File: src/sv/sud_pkg.sv
`timescale 1ns / 1ps
// ----------------------------------------------------------------------------
// Sine unit package
// Fixed-point constants, the arctangent table and the control word that
// travels beside the data through every cell of the sine unit.
// ----------------------------------------------------------------------------
package sud_pkg;

	// Pi in Q.60, rounded down.
	localparam logic [63:0] PiQ60 = 64'h3243F6A8885A308D;

	// Pi/180 in Q0.64, truncated.
	localparam logic [63:0] Deg2RadQ64 = ((PiQ60 / 64'd180) << 4)
		+ ((((PiQ60 % 64'd180) << 4) + 64'd3) / 64'd180);

	// Pi and pi/2 in Q.30, rounded half up.
	localparam logic [31:0] PiQ30     = 32'((PiQ60 + (64'd1 << 29)) >> 30);
	localparam logic [31:0] HalfPiQ30 = 32'((PiQ60 + (64'd1 << 30)) >> 31);

	// CORDIC datapath widths: x and y, and the residual angle.
	localparam int XyWidth = 33;
	localparam int ZWidth  = 34;

	// Start vector x, the reciprocal of the limit of the CORDIC gain, in Q.30.
	localparam logic signed [XyWidth-1:0] CordicGainQ30 = 652032874;

	// Arctangent of 2^-i in Q.30, rounded.
	localparam int AtanEntries = 32;
	localparam logic [31:0] AtanQ30 [AtanEntries] = '{
		32'd843314857, 32'd497837829, 32'd263043837, 32'd133525159,
		32'd67021687,  32'd33543516,  32'd16775851,  32'd8388437,
		32'd4194283,   32'd2097149,   32'd1048576,   32'd524288,
		32'd262144,    32'd131072,    32'd65536,     32'd32768,
		32'd16384,     32'd8192,      32'd4096,      32'd2048,
		32'd1024,      32'd512,       32'd256,       32'd128,
		32'd64,        32'd32,        32'd16,        32'd8,
		32'd4,         32'd2,         32'd1,         32'd0
	};

	// Control word carried alongside each transaction.
	typedef struct packed {
		logic valid;
		logic degree;
		logic neg;
		logic zero;
	} ctl_t;

	// Pi at the input angle scale, rounded half up.
	function automatic logic [63:0] pi_fix(input int frac);
		logic [63:0] rs;
		rs = 64'd1 << (59 - frac);
		return (PiQ60 + rs) >> (60 - frac);
	endfunction

	// Two pi at the input angle scale, rounded half up.
	function automatic logic [63:0] two_pi_fix(input int frac);
		logic [63:0] rs;
		rs = 64'd1 << (59 - frac);
		return ((PiQ60 << 1) + rs) >> (60 - frac);
	endfunction

endpackage

File: src/sv/sud_to_rad.sv
`timescale 1ns / 1ps
// ----------------------------------------------------------------------------
// Sine unit angle conversion
// Detects the exact-zero angles, folds the reduced angle into the first
// quadrant and brings it to radians in Q.30 over five register stages.
// ----------------------------------------------------------------------------
module sud_to_rad #(
	parameter int ANGLE_WIDTH     = 32,
	parameter int ANGLE_FRAC_BITS = 16
) (
	input  logic                              clk,
	input  logic                              arst_n,
	input  logic                              advance,
	input  sud_pkg::ctl_t                     up_ctl,
	input  logic [ANGLE_WIDTH-1:0]            up_mag,
	output sud_pkg::ctl_t                     ctl,
	output logic signed [sud_pkg::ZWidth-1:0] rad
);
	import sud_pkg::*;

	localparam int ConvWidth = (ANGLE_FRAC_BITS + 9 > 33) ? ANGLE_FRAC_BITS + 9 : 33;
	localparam int ProdWidth = ConvWidth + 64;
	localparam int RadShift  = 30 - ANGLE_FRAC_BITS;

	localparam logic [ConvWidth-1:0] DegHalf     = ConvWidth'(180) << ANGLE_FRAC_BITS;
	localparam logic [ConvWidth-1:0] DegQuarter  = ConvWidth'(90) << ANGLE_FRAC_BITS;
	localparam logic [ConvWidth-1:0] RadZeroHalf =
		ConvWidth'(pi_fix(ANGLE_FRAC_BITS)) << RadShift;
	localparam logic [ConvWidth-1:0] RadHalf     = ConvWidth'(PiQ30);
	localparam logic [ConvWidth-1:0] RadQuarter  = ConvWidth'(HalfPiQ30);
	localparam logic [31:0]          MulLo       = Deg2RadQ64[31:0];
	localparam logic [31:0]          MulHi       = Deg2RadQ64[63:32];
	localparam logic [ProdWidth-1:0] RoundBit    =
		ProdWidth'(1) << (33 + ANGLE_FRAC_BITS);

	logic [ConvWidth-1:0]    m_ext;
	logic [ConvWidth-1:0]    a_in;
	logic [ConvWidth-1:0]    half_in;
	logic [ConvWidth-1:0]    zero_half;
	logic                    ge_half;
	logic [ConvWidth-1:0]    quarter_s1;
	logic [ConvWidth-1:0]    half_s1;
	logic [ConvWidth-1:0]    fold_s1;
	logic [ProdWidth-1:0]    prod_sum;
	ctl_t                    ctl_in;

	ctl_t                    ctl_s1, ctl_s2, ctl_s3, ctl_s4, ctl_s5;
	logic [ConvWidth-1:0]    a_s1, a_s2, a_s3, a_s4;
	logic [ConvWidth+31:0]   p_lo_s3, p_lo_s4;
	logic [ConvWidth+31:0]   p_hi_s4;
	logic signed [ZWidth-1:0] rad_s5;

	// Radian angles move to Q.30; degree angles stay at the input scale.
	assign m_ext     = ConvWidth'(up_mag);
	assign a_in      = up_ctl.degree ? m_ext : (m_ext << RadShift);
	assign zero_half = up_ctl.degree ? DegHalf : RadZeroHalf;
	assign half_in   = up_ctl.degree ? DegHalf : RadHalf;
	assign ge_half   = a_in >= half_in;

	// Exact zero at zero and at a half turn; half-turn fold flips the sign.
	always_comb begin
		ctl_in      = up_ctl;
		ctl_in.zero = (a_in == '0) || (a_in == zero_half);
		ctl_in.neg  = up_ctl.neg ^ ge_half;
	end

	// Quarter-turn fold; radian overshoot past pi clamps to pi, which folds to zero.
	assign quarter_s1 = ctl_s1.degree ? DegQuarter : RadQuarter;
	assign half_s1    = ctl_s1.degree ? DegHalf : RadHalf;
	always_comb begin
		priority if (a_s1 > half_s1) begin
			fold_s1 = '0;
		end else if (a_s1 > quarter_s1) begin
			fold_s1 = half_s1 - a_s1;
		end else begin
			fold_s1 = a_s1;
		end
	end

	// Full product of the folded degree angle and pi/180, rounded half up.
	assign prod_sum = {p_hi_s4, 32'd0} + ProdWidth'(p_lo_s4) + RoundBit;

	// Control words of the five stages.
	always_ff @(posedge clk or negedge arst_n) begin
		if (!arst_n) begin
			ctl_s1 <= '0;
			ctl_s2 <= '0;
			ctl_s3 <= '0;
			ctl_s4 <= '0;
			ctl_s5 <= '0;
		end else if (advance) begin
			ctl_s1 <= ctl_in;
			ctl_s2 <= ctl_s1;
			ctl_s3 <= ctl_s2;
			ctl_s4 <= ctl_s3;
			ctl_s5 <= ctl_s4;
		end
	end

	// Datapath: two folds, two partial products, then the rounded sum.
	always_ff @(posedge clk) begin
		if (advance) begin
			a_s1    <= ge_half ? a_in - half_in : a_in;
			a_s2    <= fold_s1;
			a_s3    <= a_s2;
			p_lo_s3 <= (ConvWidth + 32)'(a_s2) * (ConvWidth + 32)'(MulLo);
			a_s4    <= a_s3;
			p_lo_s4 <= p_lo_s3;
			p_hi_s4 <= (ConvWidth + 32)'(a_s3) * (ConvWidth + 32)'(MulHi);
			rad_s5  <= ctl_s4.degree ? ZWidth'(prod_sum >> (34 + ANGLE_FRAC_BITS))
			                         : ZWidth'(a_s4);
		end
	end

	assign ctl = ctl_s5;
	assign rad = rad_s5;

endmodule

File: config.mk
export PLATFORM = sky130hd
export DESIGN_NAME = sud_to_rad
export DESIGN_NICKNAME = d
export VERILOG_FILES = /design/src/sv/sud_pkg.sv /design/src/sv/sud_to_rad.sv
export SDC_FILE = /design/constraint.sdc
export NUM_CORES = 2
export LEC_CHECK = 0
export BUFFER_PORTS_ARGS = -buffer_cell sky130_fd_sc_hd__buf_2
export CORE_MARGIN = 10
export CORE_UTILIZATION = 59
export CTS_CLUSTER_DIAMETER = 40
export DETAILED_ROUTE_END_ITERATION = 6
export PLACE_DENSITY = 0.76
export SLEW_MARGIN = 15
export SYNTH_ARGS = -nofsm -noshare
export SYNTH_HDL_FRONTEND = slang
export SYNTH_SLANG_ARGS = --single-unit
File: constraint.sdc
create_clock -name clk -period 20.5 [get_ports clk]
set_input_delay 4.1 -clock clk [delete_from_list [all_inputs] [get_ports clk]]
set_output_delay 4.1 -clock clk [all_outputs]
set_load 0.02 [all_outputs]
# --- Yosys cells after proc, flatten, opt, wreduce, memory -nomap -nowiden ---
# Index checks and enable logic that the tools add are counted.
totals:
  ram_bits: 0
  latchBits: 0
  in_bits: 39
  reg_bits: 365
  output_inout_bits: 38
  romBits: 0
  n_memories: 0
classes:
  n_eq_ne: 1
  n_reduce_logical: 2
  add_sub_neg: 4
  n_shift: 0
  n_lt_le_gt_ge: 3
  n_mux: 8
  n_bitwise: 1
  n_div: 0
  multipliers: 2
op_table:
  columns: ["operator", "n"]
  rows:
  - ["$mux W33", 4]
  - ["$mux W32", 3]
  - ["$add A84 B50 Y84 const B", 1]
  - ["$add A84 B65 Y84", 1]
  - ["$mul A33 B32 Y65 const B", 1]
  - ["$mul A33 B24 Y49 const B", 1]
  - ["$eq A33 B32 Y1", 1]
  - ["$ge A33 B32 Y1", 1]
  - ["$gt A33 B31 Y1", 1]
  - ["$gt A33 B32 Y1", 1]
  - ["$logic_not A33 Y1", 1]
  - ["$sub A32 B33 Y33", 1]
  - ["$sub A33 B32 Y33", 1]
  - ["$mux W31", 1]
  - ["$logic_or A1 B1 Y1", 1]
  - ["$xor A1 B1 Y1", 1]

# --- Logic depth before layout (Yosys ltp) ---
depth:
  ltp_word: 3
  ltp_mapped: 25

# --- Least setup slack after synthesis ---
# Ideal clock, no wire load.
synth_path:
  kind: "reg2reg"
  startpoint: "reg a_s2[17]"
  endpoint: "reg p_lo_s3[54], data pin"
  path_slack_ns: 13.552
  path_buffers: 0
  setup_ns: 0.258
  arrival_ns: 6.690
  path_stages_with_launch: 24
  required_time_ns: 20.242
  cell_sequence: "edfxtp_1 -> ha_1 -> fa_1 -> inv_1 -> fa_1 -> fa_1 -> inv_1 -> fa_1 -> fa_1 -> fa_1 -> inv_1 -> fa_1 -> inv_1 -> ha_1 -> and3_1 -> a221o_1 -> a31oi_1 -> o21ai_1 -> a2111oi_2 -> a21oi_1 -> a31o_2 -> a31o_1 -> a31oi_1 -> xnor2_1"
synth_via:
  elab_chain_len: 1
synth_rtl:
  columns: ["item", "line", "text"]
  rows:
  - ["start: declaration", "sud_to_rad.sv:48", "logic [ConvWidth-1:0] a_s1, a_s2, a_s3, a_s4;"]
  - ["start signal: assignment", "sud_to_rad.sv:104", "a_s2 <= fold_s1;"]
  - ["$mul A33 B32 Y65", "sud_to_rad.sv:106", "p_lo_s3 <= (ConvWidth + 32)'(a_s2) * (ConvWidth + 32)'(MulLo);"]
  - ["end signal: assignment", "sud_to_rad.sv:106", null]
  - ["end: declaration", "sud_to_rad.sv:49", "logic [ConvWidth+31:0] p_lo_s3, p_lo_s4;"]
# Every way passes these cells.
# A chain may end at the register's enable or synchronous reset.

# --- Worst setup path after layout ---
layout_path:
  startpoint: "reg a_s2[12]"
  endpoint: "reg p_lo_s3[64], data pin"
# Same word-level chain as after synthesis.

==> impl_metrics.prom <==
# TYPE chip_impl_metric gauge
chip_impl_metric{name="synth.lib_cells_used.distinct",unit=""} 86
chip_impl_metric{name="first_pass_grt_wire_length",unit="um"} 171000
chip_impl_metric{name="grt_max_degree",unit=""} 156
chip_impl_metric{name="vias_per_cell",unit=""} 5.65
chip_impl_metric{name="clk_transition_reported_paths",unit="ns"} 0.06
chip_impl_info{name="crit_path_top_delay_cell",value="edfxtp_1"} 1
chip_impl_info{name="critPathCaptureType",value="flip-flop"} 1
chip_impl_metric{name="post_synth_inst_count",unit=""} 4105
chip_impl_metric{name="core_area",unit="um^2"} 74400
chip_impl_info{name="most_frequent_cells_after_synthesis",value="1157 x inv_1, 768 x ha_1, 713 x fa_1"} 1
chip_impl_metric{name="tns",unit="ns"} 0
chip_impl_metric{name="fmax",unit="MHz"} 112
chip_impl_info{name="post_synthesis_cell_type_with_the_largest_combined_area",value="fa_1"} 1
chip_impl_info{name="timing.setup.critical_path_class",value="flip-flop to flip-flop"} 1
chip_impl_metric{name="cpPeakStageDelay",unit="ns"} 0.87
chip_impl_metric{name="worst-endpoint-required",unit="ns"} 20.78
chip_impl_metric{name="grt_use_total",unit="%"} 25.8
chip_impl_metric{name="synth.ff_latch_count",unit=""} 293
chip_impl_metric{name="synth.yosys.seq_area_share",unit="%"} 19.6
chip_impl_metric{name="synth_enable_flop_cells",unit=""} 273
chip_impl_metric{name="avgRoutedWirePerCell",unit="um"} 20.8
chip_impl_metric{name="dpl.hpwl",unit="um"} 91100
chip_impl_info{name="cts_tree",value="yes"} 1
chip_impl_metric{name="finalNetCount",unit=""} 5718
chip_impl_metric{name="slew_headroom",unit="%"} 23.6
chip_impl_metric{name="cts_htree_levels",unit=""} 2
chip_impl_metric{name="detail_route.first_pass.iterations",unit=""} 5
chip_impl_metric{name="drcViolationCount",unit=""} 0
chip_impl_metric{name="maxCapViolations",unit=""} 0
chip_impl_metric{name="die_h",unit="um"} 294
chip_impl_metric{name="finalSetupViolCount",unit=""} 0
chip_impl_metric{name="worstPathMaxFanout",unit=""} 11
chip_impl_metric{name="synth_warnings",unit=""} 0
chip_impl_info{name="unrepaired_setup_endpoints_after_global_routing",value="false"} 1
chip_impl_metric{name="layout_stage_area_growth_over_the_synthesis_result",unit="%"} 6.84
chip_impl_metric{name="via_count",unit=""} 29400
chip_impl_metric{name="routed_wl",unit="um"} 108000
chip_impl_metric{name="sequential_cell_area",unit="um^2"} 8700
chip_impl_metric{name="slew_viol_final",unit=""} 0
chip_impl_metric{name="numCtsBuffers",unit=""} 43
chip_impl_metric{name="detail_route.iter0.violations",unit=""} 1926
chip_impl_metric{name="grt_pass1_vias",unit=""} 31400
chip_impl_metric{name="fraction_of_final_layout_cells_sized_beyond_drive_strength_1",unit="%"} 5.41
chip_impl_metric{name="placement_rows",unit=""} 100
chip_impl_metric{name="timing.final.hold_violations",unit=""} 0
chip_impl_metric{name="synth_top_area_share",unit="%"} 32.2
chip_impl_metric{name="cts.repair.resized",unit=""} 0
chip_impl_metric{name="avgSynthCellArea",unit="um^2"} 10.8
chip_impl_metric{name="antenna_found_initial",unit=""} 1
chip_impl_metric{name="post-cts-setup-buffers",unit=""} 0
chip_impl_metric{name="num-fill-cells",unit=""} 5672
chip_impl_info{name="status",value="complete, no violations"} 1
chip_impl_metric{name="net_count_after_synthesis",unit=""} 5625
chip_impl_metric{name="grt_overflow_total",unit=""} 0
chip_impl_metric{name="fin_worst_skew",unit="ns"} 0.0567
chip_impl_metric{name="tightestPinTransition",unit="ns"} 1.15
chip_impl_metric{name="floorplan_die_area",unit="um^2"} 86500
chip_impl_metric{name="start_util",unit="%"} 59.6
chip_impl_info{name="worst_path_most_repeated_cell",value="fa_1"} 1
chip_impl_metric{name="post_synth_instance_area",unit="um^2"} 44400
chip_impl_info{name="cp-start-kind",value="flip-flop"} 1
chip_impl_metric{name="cts_max_path_buffers",unit=""} 3
chip_impl_metric{name="cp_data_arrival_time",unit="ns"} 9.22
chip_impl_metric{name="layout_min_cycle_time",unit="ns"} 8.94
chip_impl_info{name="synthTopCellsByArea",value="fa_1 32%, ha_1 22%, edfxtp_1 18%"} 1
chip_impl_info{name="timing.hold.worst.class",value="flip-flop to flip-flop"} 1
chip_impl_metric{name="multi_input_comb_area",unit="um^2"} 31200
chip_impl_metric{name="postCtsHoldBufs",unit=""} 0
chip_impl_metric{name="clock_insertion_delay_worst_skew",unit="ns"} 0.62
chip_impl_metric{name="chipWidth",unit="um"} 294
chip_impl_metric{name="port-buffer-count",unit=""} 75
chip_impl_info{name="clock-root-buffer",value="clkbuf_16"} 1
chip_impl_metric{name="route.antenna.remaining_nets",unit=""} 0
chip_impl_info{name="crit_path_cell_trace",value="ha_1 -> xor2_1 -> ha_1 -> a21oi_1 -> fa_1 -> fa_1 -> inv_1 -> fa_1 -> fa_1 -> fa_1 -> inv_1 -> fa_1 -> inv_1 -> ha_1 -> a21oi_1 -> o22ai_1 -> o41ai_1 -> nand2b_1 -> o211ai_1 -> a311oi_1 -> o21a_1 -> o21ai_1 -> and3_1 -> a311oi_1"} 1
chip_impl_metric{name="layout.core_utilization",unit="%"} 63.7
chip_impl_info{name="synthMostInstantiatedCell",value="inv_1"} 1
chip_impl_metric{name="clock_sinks",unit=""} 293
chip_impl_metric{name="post-route-period-util",unit="%"} 43.6
chip_impl_info{name="postSynth.topFlopCell",value="edfxtp_1"} 1
chip_impl_metric{name="gp_congestion",unit=""} 1.01
chip_impl_metric{name="boundaryPins",unit=""} 77
chip_impl_metric{name="postSynth.asyncResetShare",unit="%"} 6.83
-- routing by layer --
metal,wire [um],part of all wire (%),vias up,global-route usage [%]
met4,4370,4.0,0,9.61
met5,0,0,-,0
met3,8120,7.5,244,4.62
met1,43900,40,14700,33.3
met2,52000,48,1027,42.9
li1,-,-,13400,-
-- path summary, 6_finish.rpt --
path / slack (ns) / depth (start not counted) / startpoint / to
worst max-delay path: 11.56 / 24 / a_s2[12] / p_lo_s3[64]
worst min-delay path: 0.41 / 0 / p_lo_s3[40] / p_lo_s4[40]
worst max register to register: 11.56 / 24 / a_s2[12] / p_lo_s3[64]
worst min register to register: 0.41 / 0 / p_lo_s3[40] / p_lo_s4[40]
max in group asynchronous: 16.74 / 1 / arst_n / ctl_s4[2]
min in group asynchronous: 3.43 / 1 / arst_n / ctl_s4[3]
-- cell type report --
cell class                      instances  share of cell area, %
Multi-Input combinational cell       2616                   65.8
Sequential cell                       293                   18.4
Inverter                             1158                   9.17
Tap cell                              969                   2.56
Clock buffer                           46                   2.29
Timing Repair Buffer                   86                   1.01
Clock inverter                         33                  0.832
Antenna cell                            1                0.00528
-- cells in the final DEF (no fill, tap or decap), types with 6 or more instances in the layout --
cell	instances
inv_1	1157
ha_1	768
fa_1	713
edfxtp_1	273
a21oi_1	151
nor2_1	147
xnor2_1	96
nand2_1	85
a21o_1	78
buf_2	74
o21ai_0	68
xor2_1	66
clkbuf_16	43
nand3_1	36
mux2_2	31
nor3_1	30
nand4_1	27
a31oi_1	24
and2_1	23
and3_1	20
a211oi_1	19
dfrtp_1	19
nor4_1	17
o21a_1	16
o21bai_1	16
nor2b_1	15
nand2b_1	13
or3_1	13
o211ai_1	10
buf_4	10
and4_1	8
a221oi_1	7
a31o_2	7
o31ai_1	7
o21ai_1	6
a2111oi_0	6
inv_6	6
-- metrics by stage --
step	hold WS, ns	setup WS (ns)	instances	instance area (um^2)
after floorplan	0.400	13.55	4105	44400
after global placement	0.403	11.76	5122	45900
after detailed placement	0.405	11.73	5122	45900
after CTS	0.412	11.69	5201	47400
after global routing	0.418	11.21	5201	47400
final	0.412	11.56	5202	47400
-- critical path: cells and delay by family (launching register included) --
family / cells / cell delay (ns)
DFF: 1 / 0.87
xor gates and xnor gates: 1 / 0.20
adders and majority gates: 9 / 3.99
and+or+nand+nor: 2 / 0.35
buffers and inverters: 3 / 0.21
AOI/OAI and AO/OA: 9 / 2.95
-- cell families after synthesis --
logic type | Yosys count | share of synthesized area, %
mux | 36 | 0.900
flops | 293 | 19.6
buf+inv | 1196 | 10.1
xor+xnor | 162 | 3.20
fa+ha+maj | 1481 | 53.8
compound gates | 474 | 7.13
simple gates | 463 | 5.18
-- state kept, by name (all words and copies together), names as in the netlist --
signal and count:
ctl_s3 4, a_s1 33, rad 34, p_lo_s4 30, p_lo_s3 30, ctl_s4 4, a_s3 33, ctl_s1 4
a_s2 33, p_hi_s4 47, ctl 4, ctl_s2 4, a_s4 33
Power is not shown: default switching activity piles up to over one toggle a cycle in this logic, so the estimate is an artifact.
