<file path="config.mk">
export PLATFORM = sky130hd
export DESIGN_NAME = sud_mod_cell
export DESIGN_NICKNAME = d
export VERILOG_FILES = /design/src/sv/sud_pkg.sv /design/src/sv/sud_mod_cell.sv
export SDC_FILE = /design/constraint.sdc
export NUM_CORES = 1
export LEC_CHECK = 0
export ABC_AREA = 1
export BUFFER_PORTS_ARGS = -buffer_cell sky130_fd_sc_hd__buf_4
export CAP_MARGIN = 10
export CORE_MARGIN = 1
export CORE_UTILIZATION = 55
export CTS_CLUSTER_SIZE = 12
export DETAILED_ROUTE_END_ITERATION = 10
export PLACE_DENSITY_LB_ADDON = 0.1
export SLEW_MARGIN = 40
export SYNTH_ARGS = -nofsm -noshare
export SYNTH_HDL_FRONTEND = slang
export SYNTH_SLANG_ARGS = --single-unit
</file>
<file path="constraint.sdc">
create_clock -name clk -period 1.9 [get_ports clk]
set_input_delay 0.095 -clock clk [delete_from_list [all_inputs] [get_ports clk]]
set_output_delay 0.095 -clock clk [all_outputs]
set_load 0.005 [all_outputs]
</file>
<file path="src/sv/sud_pkg.sv">
`timescale 1ns / 1ps
// ----------------------------------------------------------------------------
// Sine unit package
// Fixed-point constants, the arctangent table and the control word that
// travels beside the data through every cell of the sine unit.
// ----------------------------------------------------------------------------
package sud_pkg;

	// Pi in Q.60, rounded down.
	localparam logic [63:0] PiQ60 = 64'h3243F6A8885A308D;

	// Pi/180 in Q0.64, truncated.
	localparam logic [63:0] Deg2RadQ64 = ((PiQ60 / 64'd180) << 4)
		+ ((((PiQ60 % 64'd180) << 4) + 64'd3) / 64'd180);

	// Pi and pi/2 in Q.30, rounded half up.
	localparam logic [31:0] PiQ30     = 32'((PiQ60 + (64'd1 << 29)) >> 30);
	localparam logic [31:0] HalfPiQ30 = 32'((PiQ60 + (64'd1 << 30)) >> 31);

	// CORDIC datapath widths: x and y, and the residual angle.
	localparam int XyWidth = 33;
	localparam int ZWidth  = 34;

	// Start vector x, the reciprocal of the limit of the CORDIC gain, in Q.30.
	localparam logic signed [XyWidth-1:0] CordicGainQ30 = 652032874;

	// Arctangent of 2^-i in Q.30, rounded.
	localparam int AtanEntries = 32;
	localparam logic [31:0] AtanQ30 [AtanEntries] = '{
		32'd843314857, 32'd497837829, 32'd263043837, 32'd133525159,
		32'd67021687,  32'd33543516,  32'd16775851,  32'd8388437,
		32'd4194283,   32'd2097149,   32'd1048576,   32'd524288,
		32'd262144,    32'd131072,    32'd65536,     32'd32768,
		32'd16384,     32'd8192,      32'd4096,      32'd2048,
		32'd1024,      32'd512,       32'd256,       32'd128,
		32'd64,        32'd32,        32'd16,        32'd8,
		32'd4,         32'd2,         32'd1,         32'd0
	};

	// Control word carried alongside each transaction.
	typedef struct packed {
		logic valid;
		logic degree;
		logic neg;
		logic zero;
	} ctl_t;

	// Pi at the input angle scale, rounded half up.
	function automatic logic [63:0] pi_fix(input int frac);
		logic [63:0] rs;
		rs = 64'd1 << (59 - frac);
		return (PiQ60 + rs) >> (60 - frac);
	endfunction

	// Two pi at the input angle scale, rounded half up.
	function automatic logic [63:0] two_pi_fix(input int frac);
		logic [63:0] rs;
		rs = 64'd1 << (59 - frac);
		return ((PiQ60 << 1) + rs) >> (60 - frac);
	endfunction

endpackage

</file>
<file path="src/sv/sud_mod_cell.sv">
`timescale 1ns / 1ps
// ----------------------------------------------------------------------------
// Sine unit reduction cell
// One step of the restoring remainder: subtracts the full-turn constant,
// shifted by this cell's position, when the magnitude is at least that large.
// ----------------------------------------------------------------------------
module sud_mod_cell #(
	parameter int ANGLE_WIDTH     = 32,
	parameter int ANGLE_FRAC_BITS = 16,
	parameter int SHIFT           = 0
) (
	input  logic                   clk,
	input  logic                   arst_n,
	input  logic                   advance,
	input  sud_pkg::ctl_t          up_ctl,
	input  logic [ANGLE_WIDTH-1:0] up_mag,
	output sud_pkg::ctl_t          ctl,
	output logic [ANGLE_WIDTH-1:0] mag
);
	import sud_pkg::*;

	localparam int CmpWidth = ANGLE_WIDTH + 8;
	localparam logic [CmpWidth-1:0] DegStep =
		CmpWidth'(360) << (ANGLE_FRAC_BITS + SHIFT);
	localparam logic [CmpWidth-1:0] RadStep =
		CmpWidth'(two_pi_fix(ANGLE_FRAC_BITS)) << SHIFT;

	logic [CmpWidth-1:0]    step;
	logic                   take;
	ctl_t                   ctl_q;
	logic [ANGLE_WIDTH-1:0] mag_q;

	// Compare against the scaled full turn of the selected unit.
	assign step = up_ctl.degree ? DegStep : RadStep;
	assign take = {8'd0, up_mag} >= step;

	// Control word moves to the neighbor on every advance.
	always_ff @(posedge clk or negedge arst_n) begin
		if (!arst_n) begin
			ctl_q <= '0;
		end else if (advance) begin
			ctl_q <= up_ctl;
		end
	end

	// Conditional subtraction of the partial remainder.
	always_ff @(posedge clk) begin
		if (advance) begin
			mag_q <= take ? up_mag - step[ANGLE_WIDTH-1:0] : up_mag;
		end
	end

	assign ctl = ctl_q;
	assign mag = mag_q;

endmodule

</file>
* After elaboration in Yosys (flattened, before gate mapping) *
Cells that the tools add are included.

storage, ports and cells
  bits in registers = 36
  logic and storage cells = 9
  latch bits = 0
  ROM bits = 0
  memories kept = 0
  output and inout bits = 36
  input bits = 39
  RAM bits = 0

cells by class
  muxes and demuxes = 2
  eq/ne operators = 0
  $add $sub $neg = 1
  bitwise operators = 0
  $mul = 0
  shifts and indexed selects = 0
  order comparisons = 1
  reduce and logical (&&, ||, !) cells = 0
  div/mod/pow operators = 0

operator list
  operator                                                        count
  32-bit by 25-bit greater-or-equal comparator with 1-bit output  1
  32-bit 2-to-1 mux                                               1
  32-bit by 25-bit subtractor with 32-bit output                  1
  25-bit 2-to-1 mux                                               1

* Longest topological paths before layout *
Gate-level depths: netlist of run 1.

  depth in word-level cells = 3
  mapped depth = 16
  mapped depth without buffers = 16

* Worst setup path after synthesis of run 1 *
OpenSTA, ideal clock, no wires.

  path type = in2reg
  from = in up_ctl[2] (netlist bit)
  to = reg mag_q[2] (netlist: mag[2]), data pin
  stages = 15
  slack = -0.117 ns
  arrival = 1.764 ns
  required time = 1.648 ns
  path buffers = 1
  setup time = 0.252 ns
  cell sequence = inv_1 > ha_1 > inv_1 > fa_1 > nand3_1 > nand3_1 > nand2_1 > nand2_2 > nand2_1 > nand3_1 > nand2_2 > nand2_4 > buf_4 > nand2_1 > nand2_1

between the ends
  longest elaborated chain between the ends = 3
  elaborated cells on any way between the ends = 4
  those cells by class = add/sub: 1; order compare: 1; mux: 2

ends and longest elaborated chain
  element                                                                                                                           RTL line                                RTL
  start: declaration                                                                                                                sud_mod_cell.sv:15                      input sud_pkg::ctl_t up_ctl,
  25-bit 2-to-1 mux *                                                                                                               sud_mod_cell.sv:34                      assign step = up_ctl.degree ? DegStep : RadStep;
  32-bit by 25-bit subtractor with 32-bit output or 32-bit by 25-bit greater-or-equal comparator with 1-bit output (tied branches)  sud_mod_cell.sv:49, sud_mod_cell.sv:35
  32-bit 2-to-1 mux *                                                                                                               sud_mod_cell.sv:49                      mag_q <= take ? up_mag - step[ANGLE_WIDTH-1:0] : up_mag;
  end signal: assignment                                                                                                            sud_mod_cell.sv:49
  end: declaration                                                                                                                  sud_mod_cell.sv:31                      logic [ANGLE_WIDTH-1:0] mag_q;

Mark *: on every way between the ends. The rest lies on a longest branch, timed or not.
A chain may end at the register's enable or synchronous reset.

* Worst setup path in the final report of run 1 *
  from = in up_ctl[2] (netlist bit)
  to = reg mag_q[19] (netlist: mag[19]), data pin

The elaborated chain is that of the path after synthesis.

==> metrics.md, run 1 <==
| Metric | Value |
|---|---|
| Leakage power | `2.723 nW` |
| Util after Layout | `84.36%` |
| Main synth FF type | `edfxtp_1` |
| Max transition margin | `65.99%` |
| Remaining DRCs | `0` |
| Post-route ant nets | `0` |
| Die area | `0.006663 mm^2` |
| Initial core utilization | `57.87%` |
| I/O Pins | `75` |
| Startpoint Class | `input pin` |
| Largest net degree at the start of global routing | `38` |
| Fin crit share | `102.2%` |
| Post-Syn Area | `0.003487 mm^2` |
| Layout area overhead | `45.78%` |
| Placer Congestion | `0.9786` |
| Layout cells sized above 1 | `32.86%` |
| Synth Instances | `558` |
| Seq cells post-synth | `36` |
| Port Buffers | `74` |
| Synthesized Nets | `613` |
| Die H | `81.63 um` |
| Least-Margin Pin Slew | `0.5102 ns` |
| Antenna diodes | `0` |
| Row count | `28` |
| Worst vdd ir | `478.4 uV` |
| PD cells | `554.6 mW/mm^2` |
| Asr flop ratio synth | `11.11%` |
| Initial antenna violation count | `0` |
| Type of the most critical hold path | `input pin to flip-flop` |
| Fin. max-slew vios | `0` |
| Post-Syn Area per Cell | `6.249 um^2` |
| CTS root buf | `clkbuf_8` |
| Max-cap viol count | `0` |
| RSZ-0062 raised after global routing | `yes` |
| Core area | `0.006026 mm^2` |
| Vias in the first global route | `3800` |
| CTS Buf Count | `5` |
| Via count | `4230` |
| Chip width | `81.63 um` |
| Setup ws final | `-0.04247 ns` |
| Worst Path Max Fanout | `7` |
| Routed WL per cell | `15.74 um` |
| CTS Buffer Depth | `2` |
| Final setup fails | `12` |
| Wirelength, routed | `12250 um` |
| Initial drt markers | `459` |
| DP Area | `0.004578 mm^2` |
| Register area share after synthesis | `30.43%` |
| Post-DP HPWL | `8804 um` |
| WP data required | `1.95 ns` |
| First-pass iteration count of the detailed router | `5` |
| Kind of critical path | `input pin to flip-flop` |
| Vias per inst | `5.437` |
| Clk sinks | `36` |
| First-pass GRT wire length | `17480 um` |
| Crit. End Element | `flip-flop` |
| Htree depth | `2` |
| GRT Util Overall | `35.10%` |
| Final hold vios | `0` |
| Fmax | `514.8 MHz` |
| EDFF count, synth | `32` |
| WP data arrival | `1.99 ns` |
| Status | `finished, violations left` |
| Worst-Skew Late Latency | `0.29 ns` |
| CTS tree | `yes` |
| Design Area, Final | `0.005084 mm^2` |
| Crit path time final | `1.942 ns` |
| Clock Skew | `0 ns` |
| Netlist cell types | `29` |
| Post-CTS setup buffers | `0` |
| Nets@finish | `757` |
| Failing checks | `setup timing` |
| Yosys Warn Count | `0` |
| Grt ovf | `0` |
| Reg clk slew, reported paths | `0.07 ns` |
## cell usage after synthesis, drive strengths merged, types with 6 or more instances
master  instances  area (um^2)
xor2           15        131.4
edfxtp         32        960.9
inv           104        392.9
nand4           8        50.05
o21ai          10        50.04
nor3            6        30.03
nand2         240        915.9
buf             6        57.55
nor2           49        206.5
ha             15        187.7
a21oi          19        110.1
nand3          41        205.2
## stage by stage
| stage | setup slack (ns) | hold WS, ns | power, W | setup TNS [ns] | std cells |
|---|---|---|---|---|---|
| final | -0.04247 | 0.03213 | 0.002819 | -0.1653 | 778 |
| after global placement | -0.2980 | -0.1093 | 0.002014 | -7.115 | 765 |
| after detailed placement | -0.3034 | -0.1072 | 0.002046 | -7.624 | 765 |
| after CTS | 0.003281 | 0.03818 | 0.002665 | 0 | 774 |
| after global routing | -0.09071 | 0.03322 | 0.002952 | -2.096 | 778 |
| after floorplan | 0.01034 | -0.2006 | 0.001519 | 0 | 558 |
## flip-flops by register name, summed over array words and instances (netlist names)
| signal | count |
|---|---|
| ctl | 4 |
| mag | 32 |
## cell type report
| class | instances | area, um^2 |
|---|---|---|
| fill | 398 | 942.2 |
| multi-input combinational | 412 | 2265 |
| tap | 75 | 93.84 |
| timing repair buffer | 143 | 1160 |
| clock buffer | 8 | 100.1 |
| sequential | 36 | 1061 |
| inverter | 104 | 404.1 |
## kinds of logic after synthesis
group / synth area share [%]
compound gates: 5.023
xor+xnor: 3.768
fa+ha+maj: 5.956
buf+inv: 12.92
flops: 30.43
mux: 0.9687
simple gates: 40.94
## path summary, 6_finish.rpt
check | from | to | slack [ns] | cells after the start
worst max-delay path | up_ctl[2] | mag[19] | -0.04 | 16
worst min-delay path | up_ctl[1] | ctl[1] | 0.03 | 2
worst max register to register | ctl[1] | ctl[1] | 1.15 | 1
worst min register to register | ctl[3] | ctl[3] | 0.51 | 1
max in group asynchronous | arst_n | ctl[0] | 1.67 | 2
min in group asynchronous | arst_n | ctl[1] | 0.13 | 2
## power breakdown
group | internal (W) | switching, W
Combinational | 0.000547 | 0.000612
Sequential | 0.000987 | 0.0000310
Clock | 0.000332 | 0.000310
Total | 0.00187 | 0.000954
## per-layer routing
layer	global-route usage, %	wire (um)	vias to the layer above
met2	56.17	5642	255
met5	0	0	-
met4	12.46	497	0
met1	48.13	5012	1911
li1	-	-	2022
met3	4.778	1095	42
## cells in the final DEF (no fill, tap or decap), types with 8 or more instances in the layout
master	n
inv_2	11
nand3_1	32
a21oi_2	8
nand3_2	8
nand2_2	15
nand4_1	8
nor2_1	35
nor2_2	10
a21oi_1	11
xor2_1	15
nand2_1	218
buf_4	134
inv_1	90
edfxtp_1	32
## worst max-delay path: stages
cell	delay, ns
buf_6	0.10
clkinvlp_4	0.19
ha_4	0.18
inv_4	0.04
fa_2	0.36
nand3_2	0.09
nand3_2	0.08
nand2_2	0.07
nand2_2	0.05
nand2_2	0.10
nand3_4	0.09
nand2_4	0.10
nand2_8	0.12
buf_12	0.17
nand3_2	0.09
nand2_1	0.06
## what timing repair did
item	CTS	global route
setup endpoints to repair	0	32
hold endpoints to repair	4	0
gates resized for setup	0	73
hold buffers	1	0
No activity file was read; power rests on OpenSTA's default activity.
==> run 2: changes to the inputs <==
--- a/config.mk
+++ b/config.mk
@@ -12,7 +12,7 @@
 export CORE_UTILIZATION = 55
 export CTS_CLUSTER_SIZE = 12
 export DETAILED_ROUTE_END_ITERATION = 10
-export PLACE_DENSITY_LB_ADDON = 0.1
+export PLACE_DENSITY = 0.8
 export SLEW_MARGIN = 40
 export SYNTH_ARGS = -nofsm -noshare
 export SYNTH_HDL_FRONTEND = slang
==> run 2 against run 1 <==
The flow still finishes with violations (setup timing). Critical path depth rose by 1. Clock skew stayed put. Non-clock buffer count unchanged. Core utilization fell by 1.1 points. Largest power group unchanged. First-iteration DRC count increased by 4.8%. Cell area fell by 1.3%. Critical path type unchanged.
==> metrics.md, run 2 (synthesis results as in run 1) <==
| Metric | Value |
|---|---|
| Kind of critical path | `input pin to flip-flop` |
| Filler instances | `390 (-2.0%)` |
| Top cell by count, worst path | `nand3_2` |
| Total power | `0.002820 W (about the same)` |
| Largest net degree at the start of global routing | `38 (unchanged)` |
| Post-DP HPWL | `8516 um (-3.3%)` |
| Crit. End Element | `flip-flop` |
| Fmax | `522.8 MHz (+1.5%)` |
| Switching Share | `34.08% (+0.26 points)` |
| WP data required | `1.96 ns (about the same)` |
| Startpoint Class | `input pin` |
| Vias in the first global route | `3743 (-1.5%)` |
| Met1 Wirelength | `4910 um (-2.0%)` |
| Via count | `4321 (+2.2%)` |
| First-pass GRT wire length | `16930 um (-3.1%)` |
| Worst-Skew Late Latency | `0.30 ns (about the same)` |
| Util after Layout | `83.24% (-1.1 points)` |
| First-pass iteration count of the detailed router | `5 (unchanged)` |
| Fin crit share | `100.7% (-1.6 points)` |
| PD cells | `562.3 mW/mm^2 (+1.4%)` |
| Worst vdd ir | `462.5 uV (-3.3%)` |
| Worst Path Max Fanout | `7 (unchanged)` |
| Failing checks | `setup timing` |
| Crit-path leading delay family | `simple AND/OR/NAND/NOR gates` |
| Clock Skew | `0 ns (unchanged)` |
| Final setup fails | `2 (-10)` |
| Switching power total | `0.0009611 W (+0.79%)` |
| Setup WS pre-CTS | `-0.3286 ns (-0.02515 ns)` |
| Remaining DRCs | `0 (unchanged)` |
| CTS Buf Count | `5 (unchanged)` |
| CTS Buffer Depth | `2 (unchanged)` |
| CTS root buf | `clkbuf_8` |
| Buf/Inv on CP | `5 (+1)` |
| Antenna diodes | `0 (unchanged)` |
| Fin. max-slew vios | `0 (unchanged)` |
| Layout area overhead | `43.85%` |
| WP data arrival | `1.97 ns (-0.02 ns)` |
| Status | `finished, violations left` |
| Leakage power | `2.708 nW (-0.56%)` |
| Row count | `28 (unchanged)` |
| Most frequent cells in the layout | `nand2_1, buf_4, inv_1` |
| Largest stage delay on the critical path | `0.36 ns (about the same)` |
| Clock power share | `23.2% (+0.4 points)` |
| Register area | `0.001061 mm^2 (unchanged)` |
| Grt ovf | `0 (unchanged)` |
| Initial antenna violation count | `0 (unchanged)` |
| Wire length on met3 | `1246 um (+14%)` |
| Crit path time final | `1.913 ns (-0.02951 ns)` |
| Htree depth | `2 (unchanged)` |
| Final hold vios | `0 (unchanged)` |
| Crit-path cells | `buf_4, clkinvlp_4, buf_12, ha_4, inv_2, fa_2, nand3_2, nand3_2, nand2_1, nand2_2, nand2_2, nand3_2, nand2_4, nand2_8, clkbuf_16, nand2_1, o21ai_1` |
| Die H | `81.63 um (unchanged)` |
| GRT Util Overall | `34.29% (-0.81 points)` |
| Clk sinks | `36 (unchanged)` |
| Vias per inst | `5.554 (+2.2%)` |
| Setup ws final | `-0.01296 ns (+0.02951 ns)` |
| Initial drt markers | `481 (+4.8%)` |
| Routed WL per cell | `16.00 um (+1.6%)` |
| Die area | `0.006663 mm^2 (unchanged)` |
| CTS tree | `yes` |
| Min Hold Slack | `0.02376 ns (-0.008370 ns)` |
| Layout cells sized above 1 | `30.58% (-2.3 points)` |
| Wirelength, routed | `12450 um (+1.6%)` |
| Worst path slowest cell | `fa_2` |
| Seq pwr share | `36.3% (+0.2 points)` |
| Chip width | `81.63 um (unchanged)` |
| Most common cell after layout, fill and taps aside | `nand2_1` |
| Initial core utilization | `57.87% (unchanged)` |
| Port Buffers | `74 (unchanged)` |
| Reg clk slew, reported paths | `0.08 ns (about the same)` |
| Combinational share of power | `40.5% (-0.6 points)` |
| I/O Pins | `75 (unchanged)` |
| Final cell count without fillers | `778 (unchanged)` |
| Placed cells | `762 (-0.39%)` |
| Max-cap viol count | `0 (unchanged)` |
| Nets@finish | `757 (unchanged)` |
| Core area | `0.006026 mm^2 (unchanged)` |
| Top Layer Used | `met4` |
| Max transition margin | `63.24% (-2.7 points)` |
| Post-route ant nets | `0 (unchanged)` |
| Max FFs per register | `32 (unchanged)` |
| Placer Congestion | `0.9670 (-1.2%)` |
| Type of the most critical hold path | `input pin to flip-flop` |
| Routed wl met2 | `5739 um (+1.7%)` |
| Internal | `0.001859 W (-0.35%)` |
| Area occupied by multi-input gates | `0.002205 mm^2 (-2.7%)` |
| Least-Margin Pin Slew | `0.5514 ns (+0.04119 ns)` |
-- run 2: area by class of cell --
cell class	count	share of cell area, %
repair buffers	143	23.02
multi-input cells	412	43.95
inverters	104	8.007
clock buffers	8	1.996
well taps	75	1.871
flip-flops and latches	36	21.15
-- run 2: worst paths after layout --
path	startpoint	end	slack (ns)	cells after the start
max	up_ctl[2]	mag[10]	-0.01	17
max in group asynchronous	arst_n	ctl[1]	1.68	2
min in group asynchronous	arst_n	ctl[2]	0.13	2
min reg2reg	ctl[3]	ctl[3]	0.52	1
min	up_ctl[3]	ctl[3]	0.02	2
max reg2reg	ctl[0]	ctl[0]	1.14	1
-- run 2: per-layer routing --
metal  GRT usage [%]  up-vias
met5               0        -
met4           15.44        0
met3           5.000       62
met2           54.92      278
met1           45.60     1969
li1                -     2012
-- run 2: stage by stage --
step,TNS [ns],area [um^2]
finish,-0.02545,5016
global route,-0.9890,5016
CTS,0,4671
detailed placement,-8.216,4556
global placement,-6.227,4556
floorplan,0,3493
-- run 2: power groups by stage --
stage	registers [W]	logic (W)	clock network, W
after floorplan	0.00104	0.000475	0
after global placement	0.00103	0.000973	0
after detailed placement	0.00104	0.00100	0
after CTS	0.00102	0.00101	0.000646
after global routing	0.00103	0.00125	0.000682
final	0.00102	0.00114	0.000655
-- run 2: what timing repair did --
item                       4_1_cts  5_1_grt
hold endpoints to repair         4        0
hold buffers                     1        0
gates cloned                     0        3
setup buffers                    0        4
setup endpoints to repair        1       32
pin swaps                        0        7
resized for setup                1       45
