## src/sv/sud_pkg.sv

```systemverilog
`timescale 1ns / 1ps
// ----------------------------------------------------------------------------
// Sine unit package
// Fixed-point constants, the arctangent table and the control word that
// travels beside the data through every cell of the sine unit.
// ----------------------------------------------------------------------------
package sud_pkg;

	// Pi in Q.60, rounded down.
	localparam logic [63:0] PiQ60 = 64'h3243F6A8885A308D;

	// Pi/180 in Q0.64, truncated.
	localparam logic [63:0] Deg2RadQ64 = ((PiQ60 / 64'd180) << 4)
		+ ((((PiQ60 % 64'd180) << 4) + 64'd3) / 64'd180);

	// Pi and pi/2 in Q.30, rounded half up.
	localparam logic [31:0] PiQ30     = 32'((PiQ60 + (64'd1 << 29)) >> 30);
	localparam logic [31:0] HalfPiQ30 = 32'((PiQ60 + (64'd1 << 30)) >> 31);

	// CORDIC datapath widths: x and y, and the residual angle.
	localparam int XyWidth = 33;
	localparam int ZWidth  = 34;

	// Start vector x, the reciprocal of the limit of the CORDIC gain, in Q.30.
	localparam logic signed [XyWidth-1:0] CordicGainQ30 = 652032874;

	// Arctangent of 2^-i in Q.30, rounded.
	localparam int AtanEntries = 32;
	localparam logic [31:0] AtanQ30 [AtanEntries] = '{
		32'd843314857, 32'd497837829, 32'd263043837, 32'd133525159,
		32'd67021687,  32'd33543516,  32'd16775851,  32'd8388437,
		32'd4194283,   32'd2097149,   32'd1048576,   32'd524288,
		32'd262144,    32'd131072,    32'd65536,     32'd32768,
		32'd16384,     32'd8192,      32'd4096,      32'd2048,
		32'd1024,      32'd512,       32'd256,       32'd128,
		32'd64,        32'd32,        32'd16,        32'd8,
		32'd4,         32'd2,         32'd1,         32'd0
	};

	// Control word carried alongside each transaction.
	typedef struct packed {
		logic valid;
		logic degree;
		logic neg;
		logic zero;
	} ctl_t;

	// Pi at the input angle scale, rounded half up.
	function automatic logic [63:0] pi_fix(input int frac);
		logic [63:0] rs;
		rs = 64'd1 << (59 - frac);
		return (PiQ60 + rs) >> (60 - frac);
	endfunction

	// Two pi at the input angle scale, rounded half up.
	function automatic logic [63:0] two_pi_fix(input int frac);
		logic [63:0] rs;
		rs = 64'd1 << (59 - frac);
		return ((PiQ60 << 1) + rs) >> (60 - frac);
	endfunction

endpackage

```

## src/sv/sud_cordic_cell.sv

```systemverilog
`timescale 1ns / 1ps
// ----------------------------------------------------------------------------
// Sine unit CORDIC cell
// One rotation-mode CORDIC micro-rotation with a fixed shift and a fixed
// arctangent constant, registered toward the next cell.
// ----------------------------------------------------------------------------
module sud_cordic_cell #(
	parameter int ITER = 0
) (
	input  logic                               clk,
	input  logic                               arst_n,
	input  logic                               advance,
	input  sud_pkg::ctl_t                      up_ctl,
	input  logic signed [sud_pkg::XyWidth-1:0] up_x,
	input  logic signed [sud_pkg::XyWidth-1:0] up_y,
	input  logic signed [sud_pkg::ZWidth-1:0]  up_z,
	output sud_pkg::ctl_t                      ctl,
	output logic signed [sud_pkg::XyWidth-1:0] x,
	output logic signed [sud_pkg::XyWidth-1:0] y,
	output logic signed [sud_pkg::ZWidth-1:0]  z
);
	import sud_pkg::*;

	localparam logic signed [ZWidth-1:0] Atan = ZWidth'(AtanQ30[ITER]);

	logic signed [XyWidth-1:0] dx;
	logic signed [XyWidth-1:0] dy;
	logic                      rot_pos;
	ctl_t                      ctl_q;
	logic signed [XyWidth-1:0] x_q;
	logic signed [XyWidth-1:0] y_q;
	logic signed [ZWidth-1:0]  z_q;

	// Floor shifts and rotation direction from the residual angle's sign.
	assign dx      = up_y >>> ITER;
	assign dy      = up_x >>> ITER;
	assign rot_pos = !up_z[ZWidth-1];

	// Control word follows the data.
	always_ff @(posedge clk or negedge arst_n) begin
		if (!arst_n) begin
			ctl_q <= '0;
		end else if (advance) begin
			ctl_q <= up_ctl;
		end
	end

	// Micro-rotation.
	always_ff @(posedge clk) begin
		if (advance) begin
			x_q <= rot_pos ? up_x - dx : up_x + dx;
			y_q <= rot_pos ? up_y + dy : up_y - dy;
			z_q <= rot_pos ? up_z - Atan : up_z + Atan;
		end
	end

	assign ctl = ctl_q;
	assign x   = x_q;
	assign y   = y_q;
	assign z   = z_q;

endmodule

```

## config.mk

```make
export PLATFORM = sky130hd
export DESIGN_NAME = sud_cordic_cell
export DESIGN_NICKNAME = d
export VERILOG_FILES = /design/src/sv/sud_pkg.sv /design/src/sv/sud_cordic_cell.sv
export SDC_FILE = /design/constraint.sdc
export NUM_CORES = 1
export LEC_CHECK = 0
export ABC_AREA = 1
export BUFFER_PORTS_ARGS = -buffer_cell sky130_fd_sc_hd__clkbuf_2
export CAP_MARGIN = 20
export CORE_MARGIN = 2
export CORE_UTILIZATION = 30
export CTS_CLUSTER_SIZE = 14
export DETAILED_ROUTE_END_ITERATION = 7
export PLACE_DENSITY = 0.48
export SYNTH_ARGS = -nofsm -noshare
export SYNTH_HDL_FRONTEND = slang
export SYNTH_SLANG_ARGS = --single-unit
export TNS_END_PERCENT = 30
```

## constraint.sdc

```tcl
create_clock -name clk -period 1.54 [get_ports clk]
set_input_delay 0.308 -clock clk [delete_from_list [all_inputs] [get_ports clk]]
set_output_delay 0.308 -clock clk [all_outputs]
set_load 0.03 [all_outputs]
```

# [Word level (Yosys, flattened, before mapping)]
# Index checks and enable logic that the tools add are counted.
[totals] reg_bits=104 in_bits=107 output_inout_bits=104 elab_cells=15
[op_classes] n_addsub=5 n_mux=3
[ops] op="33-bit two-way mux" n=2
[ops] op="33-bit subtractor" n=2
[ops] op="34-bit by 31-bit adder with 34-bit output, second input constant" n=1
[ops] op="34-bit two-way mux" n=1
[ops] op="34-bit by 31-bit subtractor with 34-bit output, second input constant" n=1
[ops] op="33-bit adder" n=1

# [Longest topological paths before layout]
# Gate-level depths: netlist (run 1).
[depth] ltp_word=2 mapped_depth=16 ltp_nobuf=15

# [Worst setup path after synthesis (run 1)]
# No wires, ideal clock.
[synth_timing] path_type="in2reg" startpoint="input port up_z[33] (netlist name)" endpoint="register z_q[23], in the netlist z[23] (data pin)" setup_time_ns=0.252 t_arrival_ns=2.417 path_slack_ns=-1.129 stages=13 path_buffers=3 cell_sequence="clkbuf_1 > inv_1 > clkbuf_1 > buf_2 > ha_1 > a21oi_1 > o21ai_0 > a21oi_1 > o21ai_0 > nand2_1 > nand2_1 > nand2_1 > nand2_1"
[synth_between] elab_chain_len=1
[synth_lines] item="from (decl)" line_no="sud_cordic_cell.sv:16" rtl="input logic signed [sud_pkg::ZWidth-1:0] up_z,"
[synth_lines] item="34-bit two-way mux" line_no="sud_cordic_cell.sv:53" rtl="z_q <= rot_pos ? up_z - Atan : up_z + Atan;"
[synth_lines] item="to (signal assigned)" line_no="sud_cordic_cell.sv:53"
[synth_lines] item="to (decl)" line_no="sud_cordic_cell.sv:32" rtl="logic signed [ZWidth-1:0] z_q;"
# Every way passes these cells.
# A chain may end at the register's enable or synchronous reset.

# [Worst setup path in the final report (run 1)]
[layout_timing] startpoint="input port up_x[0] (netlist name)" endpoint="register x_q[6], in the netlist x[6] (data pin)"
[layout_between] elab_chain_len=2
[layout_lines] item="from (decl)" line_no="sud_cordic_cell.sv:14" rtl="input logic signed [sud_pkg::XyWidth-1:0] up_x,"
[layout_lines] item="33-bit subtractor or 33-bit adder (tied branches)" line_no="sud_cordic_cell.sv:51" rtl="x_q <= rot_pos ? up_x - dx : up_x + dx;"
[layout_lines] item="33-bit two-way mux *" line_no="sud_cordic_cell.sv:51"
[layout_lines] item="to (signal assigned)" line_no="sud_cordic_cell.sv:51"
[layout_lines] item="to (decl)" line_no="sud_cordic_cell.sv:30" rtl="logic signed [XyWidth-1:0] x_q;"
# Mark *: on every way between the ends. The rest lies on a longest branch, timed or not.

==> results.md, run 1 <==
* Layout cell share with drive strength beyond 1 at 50.3%
* Gr usage total at 24.3%
* Vias per std cell at 4.81
* Clock share of power at a little under a fifth
* Total number of vias at 15337
* Gr ovfl total at 0
* Seq/Total Area, Yosys at between 20% and 30%
* Worst-Skew Late Latency at 0.39 ns
* HPWL Detailed at approximately 43000 µm
* Post-layout nets at 2894
* H-Tree Depth at 3
* Final slew viol count at 0
* Final ANT Viol Nets at 0
* CTS Buf Count at 9
* RSZ-0062 raised after global routing: true
* Die H at ~210 µm
* FP Rows at 75
* Worst reg2reg setup slack at just under 0.8 ns
* CP Max Fanout at 3
* Vias in the first global route at 15201
* Fin util at 51.8%
* Yosys warns at 0
* Worst setup path class: primary input to flop
* Mean Syn Cell Area at 6.21 µm²
* Pint at 8.58 mW
* IO buf count at 210
* Synth cell types at 40
* Ys flop type: edfxtp_1
* CP Launch Type: primary input
* Core area at 41900 µm²
* Detailed Route WL at 54800 µm
* Setup TNS Final at -11.82 ns
* Power share of the combinational group at 56.9%
* Remaining DRCs at 0
* Syn_nets at between 2000 and 2500
* Design Power at 15.3 mW
* Hold Path Class: primary input to flop
* Switching share of total power at between 40% and 50%
* Placed Instances at a little over 3000
* Initial antenna violation count at 0
* GP Congestion at 0.990
* Die width at 210 µm
* DRT Pass-1 Iters at 5
* TritonCTS clock tree: built
* Status: complete, but fails checks
* Max IR drop VDD at 0.000474 V
* Antenna cells at 0
* Final hold vios at 0
* Placed Area at 17200 µm²
* Setup crit end kind: flop
* Fmax at 0.567 GHz
* Slew margin rel. at 40.7%
* Initial drt markers at 856
* Clock transition at the registers of the reported paths at 0.08 ns
* Mapped Area at 12700 µm²
* R2r startpoint: ctl[1]$_DFFE_PN0P_
* Root Driver: clkbuf_16
* Minimum clock period at approximately 1.8 ns
* Maxcap violations at 0
* Period utilisation layout at 115%
* Routed len/inst at approximately 17 µm
* Crit path launch: up_x[0]
* # clock sinks at 103
* Reg power frac at between 20 and 25%
* Async set or reset register ratio after synthesis at 3.88%
* Final setup margin at -0.223 ns
* Leak pwr at 10.7 nW
* Worst slew pin tran at 0.889 ns
* EDFF count, synth at 99
* Failing checks: setup timing
* Power Density at 704 nW/µm²
* Design Area, Final at 21700 µm²
* Clock tree buffer depth at 2
* Max Clock Skew at 0 ns
* I/O Pins at ~210
* #FFs+latches synth at 103
* Cell taking the most area after synthesis: edfxtp_1
* Largest net degree at the start of global routing at 67
* Hold path startpoint: up_ctl[1]
* Worst Path Arrival at 1.86 ns
* Required time of the critical path at 1.64 ns
* Die area at 43900 µm²
* Starting Density at slightly above 30%
* Psw at approximately 6.7 mW
* Cell count after synthesis at between 2000 and 2500
* Leading cell type in the layout, fill and taps excluded: nand2_1
* Top post-synthesis cells by area: edfxtp_1 (23%), nand2_1 (20%), ha_1 (13%)
* Fin cells at 3191
* Synth top area share at 23.4%
* Setup-failing EPs final at between 80 and 90
* Area grow syn2layout at 71.0%
* First-pass GRT wire length at 82500 µm
* Most frequent cells in the layout: nand2_1 (446), buf_4 (380), inv_1 (279), clkbuf_2 (188), nand2_2 (168)
-- cell usage after synthesis (all sizes together) (5+ instances only) --
library cell and number:
inv 356, and2 7, buf 34, nand4 17
clkbuf 9, o21ai 94, o22ai 8, o21bai 17
nor2 196, ha 136, nor3 13, edfxtp 99
nand3 166, o211ai 5, o21a 8, xor2 38
a21oi 120, nand2 689
-- routing by layer --
metal | global-route usage (%) | share of wire, % | vias to the layer above
li1 | - | - | 7660
met1 | 31.5 | 45 | 7205
met2 | 43.1 | 49 | 403
met3 | 2.74 | 4.4 | 67
met4 | 6.31 | 2.2 | 2
met5 | 0 | 0.018 | -
-- worst max-delay path: stages --
cell,delay (ns)
clkbuf_16,0.14
ha_4,0.17
fa_2,0.38
nand2_4,0.10
nand2_4,0.07
nand3_4,0.09
nand2_4,0.08
buf_4,0.14
buf_6,0.12
xor2_4,0.15
o21ai_2,0.11
-- state kept, by name (all words and copies together), names as in the netlist --
register / count
z: 34
ctl: 4
x: 33
y: 32
-- stage by stage --
step / worst slack (ns) / hold WS [ns]
floorplan: -0.556 / 0.0124
global placement: -0.999 / 0.117
detailed placement: -0.966 / 0.122
CTS: -0.221 / 0.127
global route: -0.303 / 0.138
finish: -0.223 / 0.145
-- layout make-up --
cell class | count | area [µm²]
clock buffers | 9 | 225
clock inverters | 7 | 103
fillers | 4128 | 20200
inverters | 356 | 1400
multi-input cells | 1539 | 11500
flip-flops and latches | 103 | 3070
well taps | 539 | 674
repair buffers | 637 | 4700
repair inverters | 1 | 16.3
-- path summary, 6_finish.rpt --
| path | end | cells past startpoint |
|---|---|---|
| max in group asynchronous | ctl[2]$_DFFE_PN0P_ | 2 |
| worst max register to register | ctl[1]$_DFFE_PN0P_ | 1 |
| worst max-delay path | x[6]$_DFFE_PP_ | 11 |
| worst min register to register | ctl[0]$_DFFE_PN0P_ | 1 |
| min in group asynchronous | ctl[1]$_DFFE_PN0P_ | 2 |
| worst min-delay path | ctl[1]$_DFFE_PN0P_ | 2 |
-- logic make-up after synthesis --
logic type,Yosys count,share of synthesized area (%)
AND/OR/NAND/NOR,1091,34.7
multiplexers,5,0.434
XOR/XNOR,42,2.90
adder cells (fa/ha/maj),140,14.1
flip-flops,103,24.2
buffers and inverters,399,12.5
AO/OA/AOI/OAI,261,11.2
-- power by group through the flow --
stage	clock network, mW	registers (mW)	logic, mW
2_1_floorplan	0	4.61	2.96
3_3_place_gp	0	3.82	6.64
4_1_cts	2.88	3.77	7.84
3_5_place_dp	0	3.83	6.66
5_1_grt	2.96	3.79	9.33
6_report	2.83	3.76	8.68
-- what timing repair did --
item	in CTS	in global routing
setup buffers	33	34
pin swaps	153	178
cloned	3	0
hold endpoints to repair	4	0
resized for setup	580	385
hold buffers	1	0
endpoints found under the setup margin	90	88
Note: power is estimated with default switching activity, not from simulation.
==> run 2: changes to the inputs <==
--- a/config.mk
+++ b/config.mk
@@ -9,9 +9,11 @@
 export BUFFER_PORTS_ARGS = -buffer_cell sky130_fd_sc_hd__clkbuf_2
 export CAP_MARGIN = 20
+export CELL_PAD_IN_SITES_DETAIL_PLACEMENT = 1
+export CELL_PAD_IN_SITES_GLOBAL_PLACEMENT = 1
 export CORE_MARGIN = 2
 export CORE_UTILIZATION = 30
 export CTS_CLUSTER_SIZE = 14
 export DETAILED_ROUTE_END_ITERATION = 7
-export PLACE_DENSITY = 0.48
+export PLACE_DENSITY = 0.64
 export SYNTH_ARGS = -nofsm -noshare
 export SYNTH_HDL_FRONTEND = slang
==> constraint.sdc (replaced) <==
create_clock -name clk -period 1.54 [get_ports clk]
set_input_delay 0.308 -clock clk [delete_from_list [all_inputs] [get_ports clk]]
set_output_delay 0.308 -clock clk [all_outputs]
set_load 0.05 [all_outputs]
==> run 2 against run 1 <==
  * The flow still finishes with violations (setup timing)
  * Non-clock buffer count fell by 5
  * Register-to-register slack barely moved
  * Worst setup slack got worse by 0.036 ns
  * Combinational power up 3.5%
  * Critical path type unchanged
  * Critical endpoint is now y[16]$_DFFE_PP_
  * Largest cell class unchanged
  * Largest power group unchanged
==> results.md, run 2 (synthesis results as in run 1) <==
* Max reg flops at 34 (unchanged)
* Period utilisation layout at 117% (was 115%)
* Hold Path Class: primary input to flop (unchanged)
* IO buf count at 210 (unchanged)
* Most frequent cells in the layout: nand2_1 (504), buf_4 (394), inv_1 (298), clkbuf_2 (195), nand2_2 (140) (was nand2_1 (446), buf_4 (380), inv_1 (279), clkbuf_2 (188), nand2_2 (168))
* Vias in the first global route at 16811 (was 15201)
* Critical path's top delay family: adder cells (unchanged)
* First-pass GRT wire length at 90000 µm (was 82500 µm)
* Core area at 41900 µm² (unchanged)
* Final hold vios at 0 (unchanged)
* Vias per std cell at 4.90 (was 4.81)
* Starting Density at 30.3% (unchanged)
* Final slew viol count at 0 (unchanged)
* H-Tree Depth at 3 (unchanged)
* Most used cell, CP: nand2_2 (was nand2_4)
* Routed len/inst at 18.6 µm (was 17.2 µm)
* CP Launch Type: primary input (unchanged)
* Gr usage total at 26.5% (was 24.3%)
* Largest net degree at the start of global routing at 67 (unchanged)
* Die H at 210 µm (unchanged)
* I/O Pins at 211 (unchanged)
* Minimum clock period at 1.80 ns (was 1.76 ns)
* Max IR drop VDD at 0.000470 V (was 0.000474 V)
* Total number of vias at 15605 (was 15337)
* CTS Buf Count at 9 (unchanged)
* Die area at 43900 µm² (unchanged)
* Status: complete, but fails checks (unchanged)
* Worst-Skew Late Latency at 0.40 ns (was 0.39 ns)
* Worst setup path class: primary input to flop (unchanged)
* GP Congestion at 0.895 (was 0.990)
* Slew margin rel. at 42.3% (was 40.7%)
* Die width at 210 µm (unchanged)
* Number of fill cells at 5357 (was 4128)
* Final ANT Viol Nets at 0 (unchanged)
* Worst path max stage delay at 0.46 ns (was 0.38 ns)
* Leading cell type in the layout, fill and taps excluded: nand2_1 (unchanged)
* Worst path slowest cell: fa_2 (unchanged)
* Clock transition at the registers of the reported paths at 0.08 ns (about the same)
* Power Density at 760 nW/µm² (was 704 nW/µm²)
* # clock sinks at 103 (unchanged)
* Post-layout nets at 2888 (was 2894)
* Worst Hold Margin at 0.142 ns (was 0.145 ns)
* FP Rows at 75 (unchanged)
* Setup crit end kind: flop (unchanged)
* Worst Path Arrival at 1.91 ns (was 1.86 ns)
* Maxcap violations at 0 (unchanged)
* Gr ovfl total at 0 (unchanged)
* Leak pwr at 10.5 nW (was 10.7 nW)
* Remaining DRCs at 0 (unchanged)
* Required time of the critical path at 1.66 ns (was 1.64 ns)
* WP buf/inv at 2 (was 3)
* HPWL Detailed at 48000 µm (was 43100 µm)
* Max Clock Skew at 0 ns (unchanged)
* Clock tree buffer depth at 2 (unchanged)
* Root Driver: clkbuf_16 (unchanged)
* Design Power at 15.7 mW (was 15.3 mW)
* DRT Pass-1 Iters at 4 (was 5)
* Failing checks: setup timing (unchanged)
* Footprint of the multi-input gates at 10700 µm² (was 11500 µm²)
* Fmax at 0.556 GHz (was 0.567 GHz)
* TritonCTS clock tree: built (unchanged)
* Setup-failing EPs final at 83 (was 88)
* Final setup margin at -0.259 ns (was -0.223 ns)
* Worst slew pin tran at 0.866 ns (was 0.889 ns)
* Area grow syn2layout at 63.3% (was 71.0%)
* CP Max Fanout at 4 (was 3)
* Critical Path, Cell by Cell: buf_4 > buf_4 > fa_2 > o21ai_4 > nand2_2 > nand2_2 > nand2_2 > nand2_4 > xor2_1 > mux2i_1 (was clkbuf_16 > ha_4 > fa_2 > nand2_4 > nand2_4 > nand3_4 > nand2_4 > buf_4 > buf_6 > xor2_4 > o21ai_2)
* Antenna cells at 0 (unchanged)
* FF+latch area at 3070 µm² (unchanged)
* Post-place setup slack at -1.04 ns (was -0.966 ns)
* Initial drt markers at 653 (was 856)
* Layout cell share with drive strength beyond 1 at 45.6% (was 50.3%)
* Detailed Route WL at 59200 µm (was 54800 µm)
* Initial antenna violation count at 0 (unchanged)
* RSZ-0062 raised after global routing: true (unchanged)
-- run 2: cell count changes in the layout (fill, tap and decap cells not counted), sizes merged --
| cell | change |
|---|---|
| bufinv | +1 |
| clkbuf | +5 |
| clkinvlp | -1 |
| inv | -2 |
| buf | -9 |
-- run 2: layer usage --
metal,vias up,global-route usage [%],share of wire [%]
met2,341,46.1,49
li1,7652,-,-
met4,0,10.3,2.7
met1,7522,33.3,45
met3,90,3.28,3.6
met5,-,0,0
-- run 2: timing repair --
| item | 4_1_cts | 5_1_grt |
|---|---|---|
| setup buffers | 26 | 15 |
| hold buffers | 1 | 0 |
| pin swaps | 91 | 99 |
| setup endpoints to repair | 91 | 88 |
| resized for setup | 470 | 267 |
| hold endpoints to repair | 4 | 0 |
-- run 2: final timing paths --
kind                                     from                  to  slack, ns  depth (start not counted)
min reg2reg                ctl[3]$_DFFE_PN0P_  ctl[3]$_DFFE_PN0P_       0.51                          1
max                                   up_x[1]     y[16]$_DFFE_PP_      -0.26                         10
min                                 up_ctl[0]  ctl[0]$_DFFE_PN0P_       0.14                          2
max in group asynchronous              arst_n  ctl[1]$_DFFE_PN0P_       1.16                          2
min in group asynchronous              arst_n  ctl[2]$_DFFE_PN0P_       0.25                          2
max reg2reg                ctl[2]$_DFFE_PN0P_  ctl[2]$_DFFE_PN0P_       0.78                          1
-- run 2: where the power goes --
group	switching, mW	internal [mW]	total [mW]
logic	5.66	3.31	8.98
clock network	1.38	1.61	2.99
registers	0.154	3.61	3.76
-- run 2: stage by stage --
stage | TNS, ns | util, % | cell area [µm²] | instances
2_1_floorplan | -30.77 | - | 13100 | 2041
3_3_place_gp | -72.44 | 41.6 | 17400 | 3131
3_5_place_dp | -76.98 | 41.6 | 17400 | 3131
4_1_cts | -10.98 | 46.8 | 19600 | 3170
5_1_grt | -19.83 | 49.5 | 20700 | 3185
6_report | -13.00 | 49.5 | 20700 | 3185
-- run 2: cell type report --
type	instances	share of cell area [%]
multi-input combinational	1539	51.7
timing repair buffer	632	21.9
sequential	103	14.8
inverter	356	6.67
tap	539	3.26
clock buffer	10	1.11
clock inverter	6	0.556
